<file path="config.mk">
export PLATFORM = sky130hd
export DESIGN_NAME = dual_key_xor_stream_decrypt
export DESIGN_NICKNAME = d
export VERILOG_FILES = /design/src/design/dkx_pkg.sv /design/src/design/dkx_keystream.sv /design/src/design/dual_key_xor_stream_decrypt.sv
export SDC_FILE = /design/constraint.sdc
export NUM_CORES = 1
export LEC_CHECK = 0
export ABC_AREA = 0
export BUFFER_PORTS_ARGS = -buffer_cell sky130_fd_sc_hd__clkbuf_2
export CORE_ASPECT_RATIO = 0.75
export CORE_UTILIZATION = 59
export DETAILED_ROUTE_END_ITERATION = 10
export PLACE_DENSITY = 0.8
export SETUP_SLACK_MARGIN = 0.3
export SYNTH_ARGS = -nofsm -noshare
export SYNTH_HDL_FRONTEND = slang
export SYNTH_SLANG_ARGS = --single-unit
</file>
<file path="constraint.sdc">
create_clock -name i_clk -period 9.1 [get_ports i_clk]
set_clock_uncertainty 0.2 [all_clocks]
set_input_delay 1.365 -clock i_clk [delete_from_list [all_inputs] [get_ports i_clk]]
set_output_delay 1.365 -clock i_clk [all_outputs]
set_load 0.05 [all_outputs]
</file>
<file path="src/design/dkx_pkg.sv">
`timescale 1ns / 1ps
`default_nettype none
// ----------------------------------------------------------------------------
// dkx_pkg
// Shared types, codes, key strings and small arithmetic helpers for the
// dual-key XOR stream decryptor.
// ----------------------------------------------------------------------------
package dkx_pkg;

    localparam int KindWidth = 2;
    localparam int IdxAWidth = 5;
    localparam int IdxBWidth = 4;
    localparam int CntWidth  = 7;

    // item kinds
    localparam logic [KindWidth-1:0] KIND_DATA    = 2'd0;
    localparam logic [KindWidth-1:0] KIND_SKIP    = 2'd1;
    localparam logic [KindWidth-1:0] KIND_RESTART = 2'd2;

    // register indexes
    localparam logic REG_ENCRYPTED   = 1'b0;
    localparam logic REG_FILE_LENGTH = 1'b1;

    localparam logic [IdxAWidth-1:0] A_LAST = 5'd19;
    localparam logic [IdxBWidth-1:0] B_LAST = 4'd11;

    // keystream commands
    typedef struct packed {
        logic step;     // advance one keystream step
        logic reseed;   // reload from file length
    } t_ks_ctrl;

    // current key material
    typedef struct packed {
        logic [7:0]          key_a;
        logic [7:0]          key_b;
        logic [CntWidth-1:0] counter;
        logic                swap;
    } t_ks_state;

    // key string A, 20 chars; 0 past the end
    function automatic logic [7:0] key_a_char(input logic [IdxAWidth-1:0] idx);
        logic [7:0] c;
        case (idx)
            5'd0:  c = "4";
            5'd1:  c = "R";
            5'd2:  c = "a";
            5'd3:  c = "S";
            5'd4:  c = "9";
            5'd5:  c = "D";
            5'd6:  c = "7";
            5'd7:  c = "K";
            5'd8:  c = "a";
            5'd9:  c = "E";
            5'd10: c = "b";
            5'd11: c = "x";
            5'd12: c = "c";
            5'd13: c = "p";
            5'd14: c = "2";
            5'd15: c = "o";
            5'd16: c = "5";
            5'd17: c = "r";
            5'd18: c = "6";
            5'd19: c = "t";
            default: c = 8'h00;
        endcase
        return c;
    endfunction

    // key string B, 12 chars; 0 past the end
    function automatic logic [7:0] key_b_char(input logic [IdxBWidth-1:0] idx);
        logic [7:0] c;
        case (idx)
            4'd0:  c = "3";
            4'd1:  c = "t";
            4'd2:  c = "R";
            4'd3:  c = "a";
            4'd4:  c = "U";
            4'd5:  c = "x";
            4'd6:  c = "L";
            4'd7:  c = "m";
            4'd8:  c = "E";
            4'd9:  c = "a";
            4'd10: c = "S";
            4'd11: c = "n";
            default: c = 8'h00;
        endcase
        return c;
    endfunction

    // remainder of a 7-bit value by a constant 4..15: five compare/subtract steps
    function automatic logic [3:0] mod_small(input logic [CntWidth-1:0] x,
                                             input logic [3:0] m);
        logic [10:0] r;
        r = {4'd0, x};
        for (int k = 4; k >= 0; k--) begin
            if (r >= ({7'd0, m} << k)) begin
                r = r - ({7'd0, m} << k);
            end
        end
        return r[3:0];
    endfunction

    // remainder of a 7-bit value by a small constant 1..9: seven compare/subtract steps
    function automatic logic [3:0] mod_var(input logic [CntWidth-1:0] x,
                                           input logic [3:0] d);
        logic [10:0] r;
        r = {4'd0, x};
        for (int k = 6; k >= 0; k--) begin
            if (r >= ({7'd0, d} << k)) begin
                r = r - ({7'd0, d} << k);
            end
        end
        return r[3:0];
    endfunction

endpackage
`default_nettype wire

</file>
<file path="src/design/dkx_keystream.sv">
`timescale 1ns / 1ps
`default_nettype none
// ----------------------------------------------------------------------------
// dkx_keystream
// Keystream state: key counter, two key indices and the nibble-swap flag,
// with the step and reseed rules.
// ----------------------------------------------------------------------------
module dkx_keystream (
    input  wire logic               i_clk,
    input  wire logic               i_rst_n,
    input  wire dkx_pkg::t_ks_ctrl  i_ctrl,
    input  wire logic [6:0]         i_seed,
    output dkx_pkg::t_ks_state      o_state
);
    import dkx_pkg::*;

    logic [CntWidth-1:0]  r_counter, n_counter;
    logic [IdxAWidth-1:0] r_idx_a,   n_idx_a;
    logic [IdxBWidth-1:0] r_idx_b,   n_idx_b;
    logic                 r_swap,    n_swap;

    logic [IdxAWidth-1:0] inc_a;
    logic [IdxBWidth-1:0] inc_b;
    logic [CntWidth-1:0]  inc_cnt;
    logic [IdxBWidth-1:0] seed_b;
    logic [3:0]           seed_rem_a;

    assign inc_a   = r_idx_a + 5'd1;
    assign inc_b   = r_idx_b + 4'd1;
    assign inc_cnt = r_counter + 7'd1;
    assign seed_b  = mod_small(i_seed, 4'd9) + 4'd1;

    // seed mod seed_b: remainders by every divisor seed_b can take, in parallel
    always_comb begin
        case (seed_b)
            4'd1:    seed_rem_a = 4'd0;
            4'd2:    seed_rem_a = {3'd0, i_seed[0]};
            4'd3:    seed_rem_a = mod_var(i_seed, 4'd3);
            4'd4:    seed_rem_a = {2'd0, i_seed[1:0]};
            4'd5:    seed_rem_a = mod_small(i_seed, 4'd5);
            4'd6:    seed_rem_a = mod_small(i_seed, 4'd6);
            4'd7:    seed_rem_a = mod_small(i_seed, 4'd7);
            4'd8:    seed_rem_a = {1'b0, i_seed[2:0]};
            4'd9:    seed_rem_a = seed_b - 4'd1;
            default: seed_rem_a = 4'd0;
        endcase
    end

    always_comb begin
        n_counter = r_counter;
        n_idx_a   = r_idx_a;
        n_idx_b   = r_idx_b;
        n_swap    = r_swap;
        if (i_ctrl.reseed) begin
            n_counter = i_seed;
            n_idx_b   = seed_b;
            n_idx_a   = {1'b0, seed_rem_a} + 5'd1;
            n_swap    = 1'b0;
        end else if (i_ctrl.step) begin
            n_idx_a = inc_a;
            n_idx_b = inc_b;
            if (inc_a <= A_LAST || inc_b <= B_LAST) begin
                // at most one index wraps here; each wrap toggles swap
                if (inc_a > A_LAST) begin
                    n_idx_a = 5'd1;
                end
                if (inc_b > B_LAST) begin
                    n_idx_b = 4'd1;
                end
                n_swap = r_swap ^ (inc_a > A_LAST) ^ (inc_b > B_LAST);
            end else begin
                n_counter = inc_cnt;
                n_swap    = ~r_swap;
                if (r_swap) begin
                    n_idx_a = {1'b0, mod_small(inc_cnt, 4'd12)} + 5'd6;
                    n_idx_b = mod_small(inc_cnt, 4'd5) + 4'd4;
                end else begin
                    n_idx_a = {1'b0, mod_small(inc_cnt, 4'd15)} + 5'd3;
                    n_idx_b = mod_small(inc_cnt, 4'd7) + 4'd1;
                end
            end
        end
    end

    always_ff @(posedge i_clk) begin
        if (!i_rst_n) begin
            r_counter <= '0;
            r_idx_a   <= 5'd1;
            r_idx_b   <= 4'd1;
            r_swap    <= 1'b0;
        end else begin
            r_counter <= n_counter;
            r_idx_a   <= n_idx_a;
            r_idx_b   <= n_idx_b;
            r_swap    <= n_swap;
        end
    end

    assign o_state.key_a   = key_a_char(r_idx_a);
    assign o_state.key_b   = key_b_char(r_idx_b);
    assign o_state.counter = r_counter;
    assign o_state.swap    = r_swap;

endmodule
`default_nettype wire

</file>
<file path="src/design/dual_key_xor_stream_decrypt.sv">
`timescale 1ns / 1ps
`default_nettype none
// ----------------------------------------------------------------------------
// dual_key_xor_stream_decrypt
// Byte-at-a-time archive stream decryptor with a two-key XOR keystream.
// ----------------------------------------------------------------------------
// One word in, at most one word out, one word per clock sustained while
// i_ready stays high. A data word (kind DATA) gives one output byte; SKIP
// advances the keystream, and RESTART reseeds it from bits 8:2 of file_length;
// neither gives output, nor does the unused kind code. When encryption is off,
// data words pass through unchanged and SKIP/RESTART leave the keystream
// alone. The byte is decrypted with the current keystream state while the
// state steps, both on the accepting edge, and the result sits in the output
// register. That register is the only stage, so o_ready stays high unless a
// result is held back by i_ready. Configuration (register 0 encrypted,
// register 1 file_length) is always accepted and should be written only when
// the stream is idle; writing file_length does not reseed until a RESTART.
// ----------------------------------------------------------------------------
module dual_key_xor_stream_decrypt (
    input  wire logic        i_clk,
    input  wire logic        i_rst_n,
    // input words
    input  wire logic        i_valid,
    output logic             o_ready,
    input  wire logic [1:0]  i_kind,
    input  wire logic [7:0]  i_data_in,
    // output words
    output logic             o_valid,
    input  wire logic        i_ready,
    output logic [7:0]       o_data_out,
    // configuration writes
    input  wire logic        i_cfg_valid,
    output logic             o_cfg_ready,
    input  wire logic        i_cfg_index,
    input  wire logic [31:0] i_cfg_data
);
    import dkx_pkg::*;

    logic        r_encrypted;
    logic [31:0] r_file_length;
    logic        r_out_valid, n_out_valid;
    logic [7:0]  r_data_out,  n_data_out;

    logic        in_fire;
    logic        is_data;
    t_ks_ctrl    ks_ctrl;
    t_ks_state   ks_state;
    logic [7:0]  mix_b;
    logic [7:0]  mix_swap;

    // config port never stalls
    assign o_cfg_ready = 1'b1;

    always_ff @(posedge i_clk) begin
        if (!i_rst_n) begin
            r_encrypted   <= 1'b0;
            r_file_length <= '0;
        end else if (i_cfg_valid) begin
            unique case (i_cfg_index)
                REG_ENCRYPTED:   r_encrypted   <= i_cfg_data[0];
                REG_FILE_LENGTH: r_file_length <= i_cfg_data;
                default: ;
            endcase
        end
    end

    // accept whenever the output slot is empty or drains this cycle
    assign o_ready = !r_out_valid || i_ready;
    assign in_fire = i_valid && o_ready;
    assign is_data = (i_kind == KIND_DATA);

    // keystream moves only with encryption on
    assign ks_ctrl.step   = in_fire && r_encrypted &&
                            (i_kind == KIND_DATA || i_kind == KIND_SKIP);
    assign ks_ctrl.reseed = in_fire && r_encrypted && (i_kind == KIND_RESTART);

    dkx_keystream u_keystream (
        .i_clk   (i_clk),
        .i_rst_n (i_rst_n),
        .i_ctrl  (ks_ctrl),
        .i_seed  (r_file_length[8:2]),
        .o_state (ks_state)
    );

    // XOR with key B and counter, optional nibble swap, then XOR with key A
    assign mix_b    = i_data_in ^ ks_state.key_b ^ {1'b0, ks_state.counter};
    assign mix_swap = ks_state.swap ? {mix_b[3:0], mix_b[7:4]} : mix_b;

    always_comb begin
        n_out_valid = r_out_valid && !i_ready;
        n_data_out  = r_data_out;
        if (in_fire && is_data) begin
            n_out_valid = 1'b1;
            n_data_out  = r_encrypted ? (mix_swap ^ ks_state.key_a) : i_data_in;
        end
    end

    always_ff @(posedge i_clk) begin
        if (!i_rst_n) begin
            r_out_valid <= 1'b0;
        end else begin
            r_out_valid <= n_out_valid;
        end
    end

    always_ff @(posedge i_clk) begin
        r_data_out <= n_data_out;
    end

    assign o_valid    = r_out_valid;
    assign o_data_out = r_data_out;

endmodule
`default_nettype wire

</file>
==> impl_metrics.yaml <==
clock_tree:
  cts_tree: "built"
  cts_max_level: 2
  clock_sinks: 48
  clockBufferDepth: 2
  clk_pin_slew_ps: 70
  cts_hold_buf: 0
  clk_latency_ps: 300
  cts-root-buf: "clkbuf_16"
  cts_buffers: 5
finish:
  drive_gt1_frac: 0.190
  num-nets-final: 1769
  finalNonFillerCells: 1878
  nFillCells: 1517
  diodes: 0
  area_delta_synth_final_pct: 14.4
synthesis:
  synthSimpleGateAreaFrac: 0.268
  synth_xor_xnor_area_share: 0.0844
  yosysSeqAreaShare: 0.0926
  yosysWarnings: 0
  synth-compound-area-share: 0.343
  synth_fa_ha_area_frac: 0.101
  synth_edf_count: 8
  ys_ff_latch: 48
  netlist.area_leader.share: 0.101
  syn_area_sq_um: 11200
  yosysUniqueCellTypes: 112
  yosys_most_used_dff: "dfxtp_1"
  async_flop_share: 0
  synthTopCellsByArea: "ha_1 10%, dfxtp_1 7.1%, xnor2_1 6.2%"
  syn_avg_cell_area_sq_um: 7.20
  synth_top_family_by_area: "compound AO/OA/AOI/OAI gates"
  post-synth-top-area-cell: "ha_1"
  muxShareOfSynthArea: 0.0559
  postSynthCellCount: 1562
worst_setup_path:
  crit_path_end_kind: "register"
  worst-path-max-fanout: 9
  critical_path_buf_inv_count: 6
  critical_path_required_ps: 9120
  crit_top_cell: "ha_1"
  crit_arrival_ps: 8480
  max_stage_delay_ps: 530
  critPathSlowestCell: "or4b_4"
  cp-start-kind: "register"
  crit_type: "register to register"
  cp_top_family: "compound AO/OA/AOI/OAI gates"
route:
  avgViaCountPerCell: 6.78
  post-route-drc-count: 0
  dr.pass1.iters: 8
  postRouteAntennaNets: 0
  wl_mm: 35.1
  drt_iter0_drc: 1411
  avgRoutedWirePerCell_microns: 18.7
  vias: 12700
power:
  max-vdd-ir-drop_uv: 104
  powerDensity_nw_per_um2: 112
  p_leak_nw: 5.09
  power_mw: 1.45
grt:
  grt_pass1_wl_mm: 55.8
  grt.total_usage: 0.341
  antenna_found_initial: 0
  grt_max_degree: 29
  grt_pass1_vias: 11300
  grt.overflow.total: 0
floorplan:
  rows: 43
  core_area_sq_um: 18600
  die_area_sq_um: 19600
  die_h_microns: 122
  ioPinCount: 59
  die_w_microns: 161
  start_util: 0.606
sta:
  fmax_ghz: 0.118
  whs_ps: 336
  tns_ps: 0
  drv_slew: 0
  max_slew_margin: 0.291
  setup_viol: 0
  rsz0062_at_grt: "true"
  fin_crit_sh: 0.930
  hold_violations: 0
  min_period_ps: 8460
  tightest_slew_ps: 1060
run_status:
  status: "finished clean"
flow_run:
  cap_violations: 0
placement:
  io_buffers: 33
  post-dp-hpwl_mm: 26.2
  place_inst: 1837
  routabilityCongestion: 0.970
min_path:
  hp-class: "register to register"
==> flip-flops by register name, summed over array words and instances (netlist names) <==
name,flops
u_keystream.r_idx_b,4
o_data_out,8
u_keystream.r_idx_a,5
r_encrypted,1
r_file_length,7
u_keystream.r_swap,1
u_keystream.r_counter,7
u_keystream.o_state,14
o_valid,1
==> tightest hold or removal path: stages (launching register included) <==
cell	delay (ps)
dfxtp_1	360
a21oi_1	70
nor2_1	80
==> where the power goes <==
part	internal, mW	total, mW	switching (mW)	leakage [nW]
Combinational	0.421	1.01	0.593	4.62
Clock	0.110	0.199	0.0891	0.0772
Sequential	0.224	0.232	0.00739	0.400
==> routing by layer <==
layer,GRT usage,vias up,wire [microns]
met3,0.0490,75,2970
li1,-,6084,-
met1,0.512,5931,16500
met5,0,-,0
met2,0.506,636,14900
met4,0.0814,0,718
==> logic make-up (layout without fill, tap and decap cells) <==
kind of cell | count (synthesis) | count (layout)
multiplexers | 60 | 60
XOR/XNOR | 105 | 105
adder cells (fa/ha/maj) | 91 | 91
AND/OR/NAND/NOR | 574 | 574
other | 1 | 3
buffers and inverters | 151 | 218
flip-flops | 48 | 48
AO/OA/AOI/OAI | 532 | 532
==> per-stage QoR <==
| step | setup slack, ps | instance area, sq um | util |
|---|---|---|---|
| finish | 638 | 12900 | 0.693 |
| global route | 255 | 12900 | 0.693 |
| CTS | 308 | 12300 | 0.665 |
| detailed placement | -51.0 | 12000 | 0.647 |
| global placement | 124 | 12000 | 0.647 |
| floorplan | 309 | 11400 | - |
==> area by class of cell <==
cell class,instances,area [sq um],share of cell area
multi-input combinational,1365,10200,0.789
sequential,48,1040,0.0812
clock buffer,6,139,0.0108
tap,247,309,0.0240
timing repair buffer,129,897,0.0697
inverter,81,307,0.0238
clock inverter,2,13.8,0.00107
==> synth_stat cells, drive strengths merged, types with 13 or more instances <==
cell / number
o21a: 18
mux2: 19
nand3b: 14
o22ai: 20
and3: 21
ha: 91
xnor2: 81
nor4: 13
clkbuf: 46
and2: 18
xor2: 23
nand2b: 20
nand3: 56
or3: 13
dfxtp: 40
o211ai: 35
nor2: 124
buf: 24
nand2: 147
inv: 78
a31oi: 25
nor3: 43
or2: 17
mux2i: 41
a211oi: 37
o21ai: 86
a21oi: 106
nor2b: 24
==> layout by cell type (no fill, tap or decap), drive strengths merged, types with 12 or more instances in the layout <==
cell	n
nand2	147
nor2	124
a21oi	106
buf	96
ha	91
o21ai	86
xnor2	81
inv	79
nand3	56
nor3	43
mux2i	41
dfxtp	40
clkbuf	39
a211oi	37
o211ai	35
a31oi	25
nor2b	24
xor2	23
and3	21
nand2b	20
o22ai	20
mux2	19
o21a	18
and2	18
or2	17
nand3b	14
or3	13
nor4	13
o31ai	12
nand4b	12
a21o	12
nand4	12
a31o	12
a21boi	12
a2111oi	12
==> final timing paths <==
kind | startpoint | to | slack, ps | depth (start not counted)
worst max-delay path | r_file_length[6]$_SDFFE_PN0P_ | u_keystream.o_state[16]$_DFF_P_ | 640 | 40
worst min-delay path | o_valid$_SDFF_PN0_ | o_valid$_SDFF_PN0_ | 340 | 2
worst max register to register | r_file_length[6]$_SDFFE_PN0P_ | u_keystream.o_state[16]$_DFF_P_ | 640 | 40
worst min register to register | o_valid$_SDFF_PN0_ | o_valid$_SDFF_PN0_ | 340 | 2
==> repair_timing <==
action / 4_1_cts / 5_1_grt
buffers inserted: 9 / 24
endpoints found under the setup margin: 14 / 19
pin swaps: 11 / 23
gates resized for setup: 22 / 77
(Power assumes the default switching activity.)
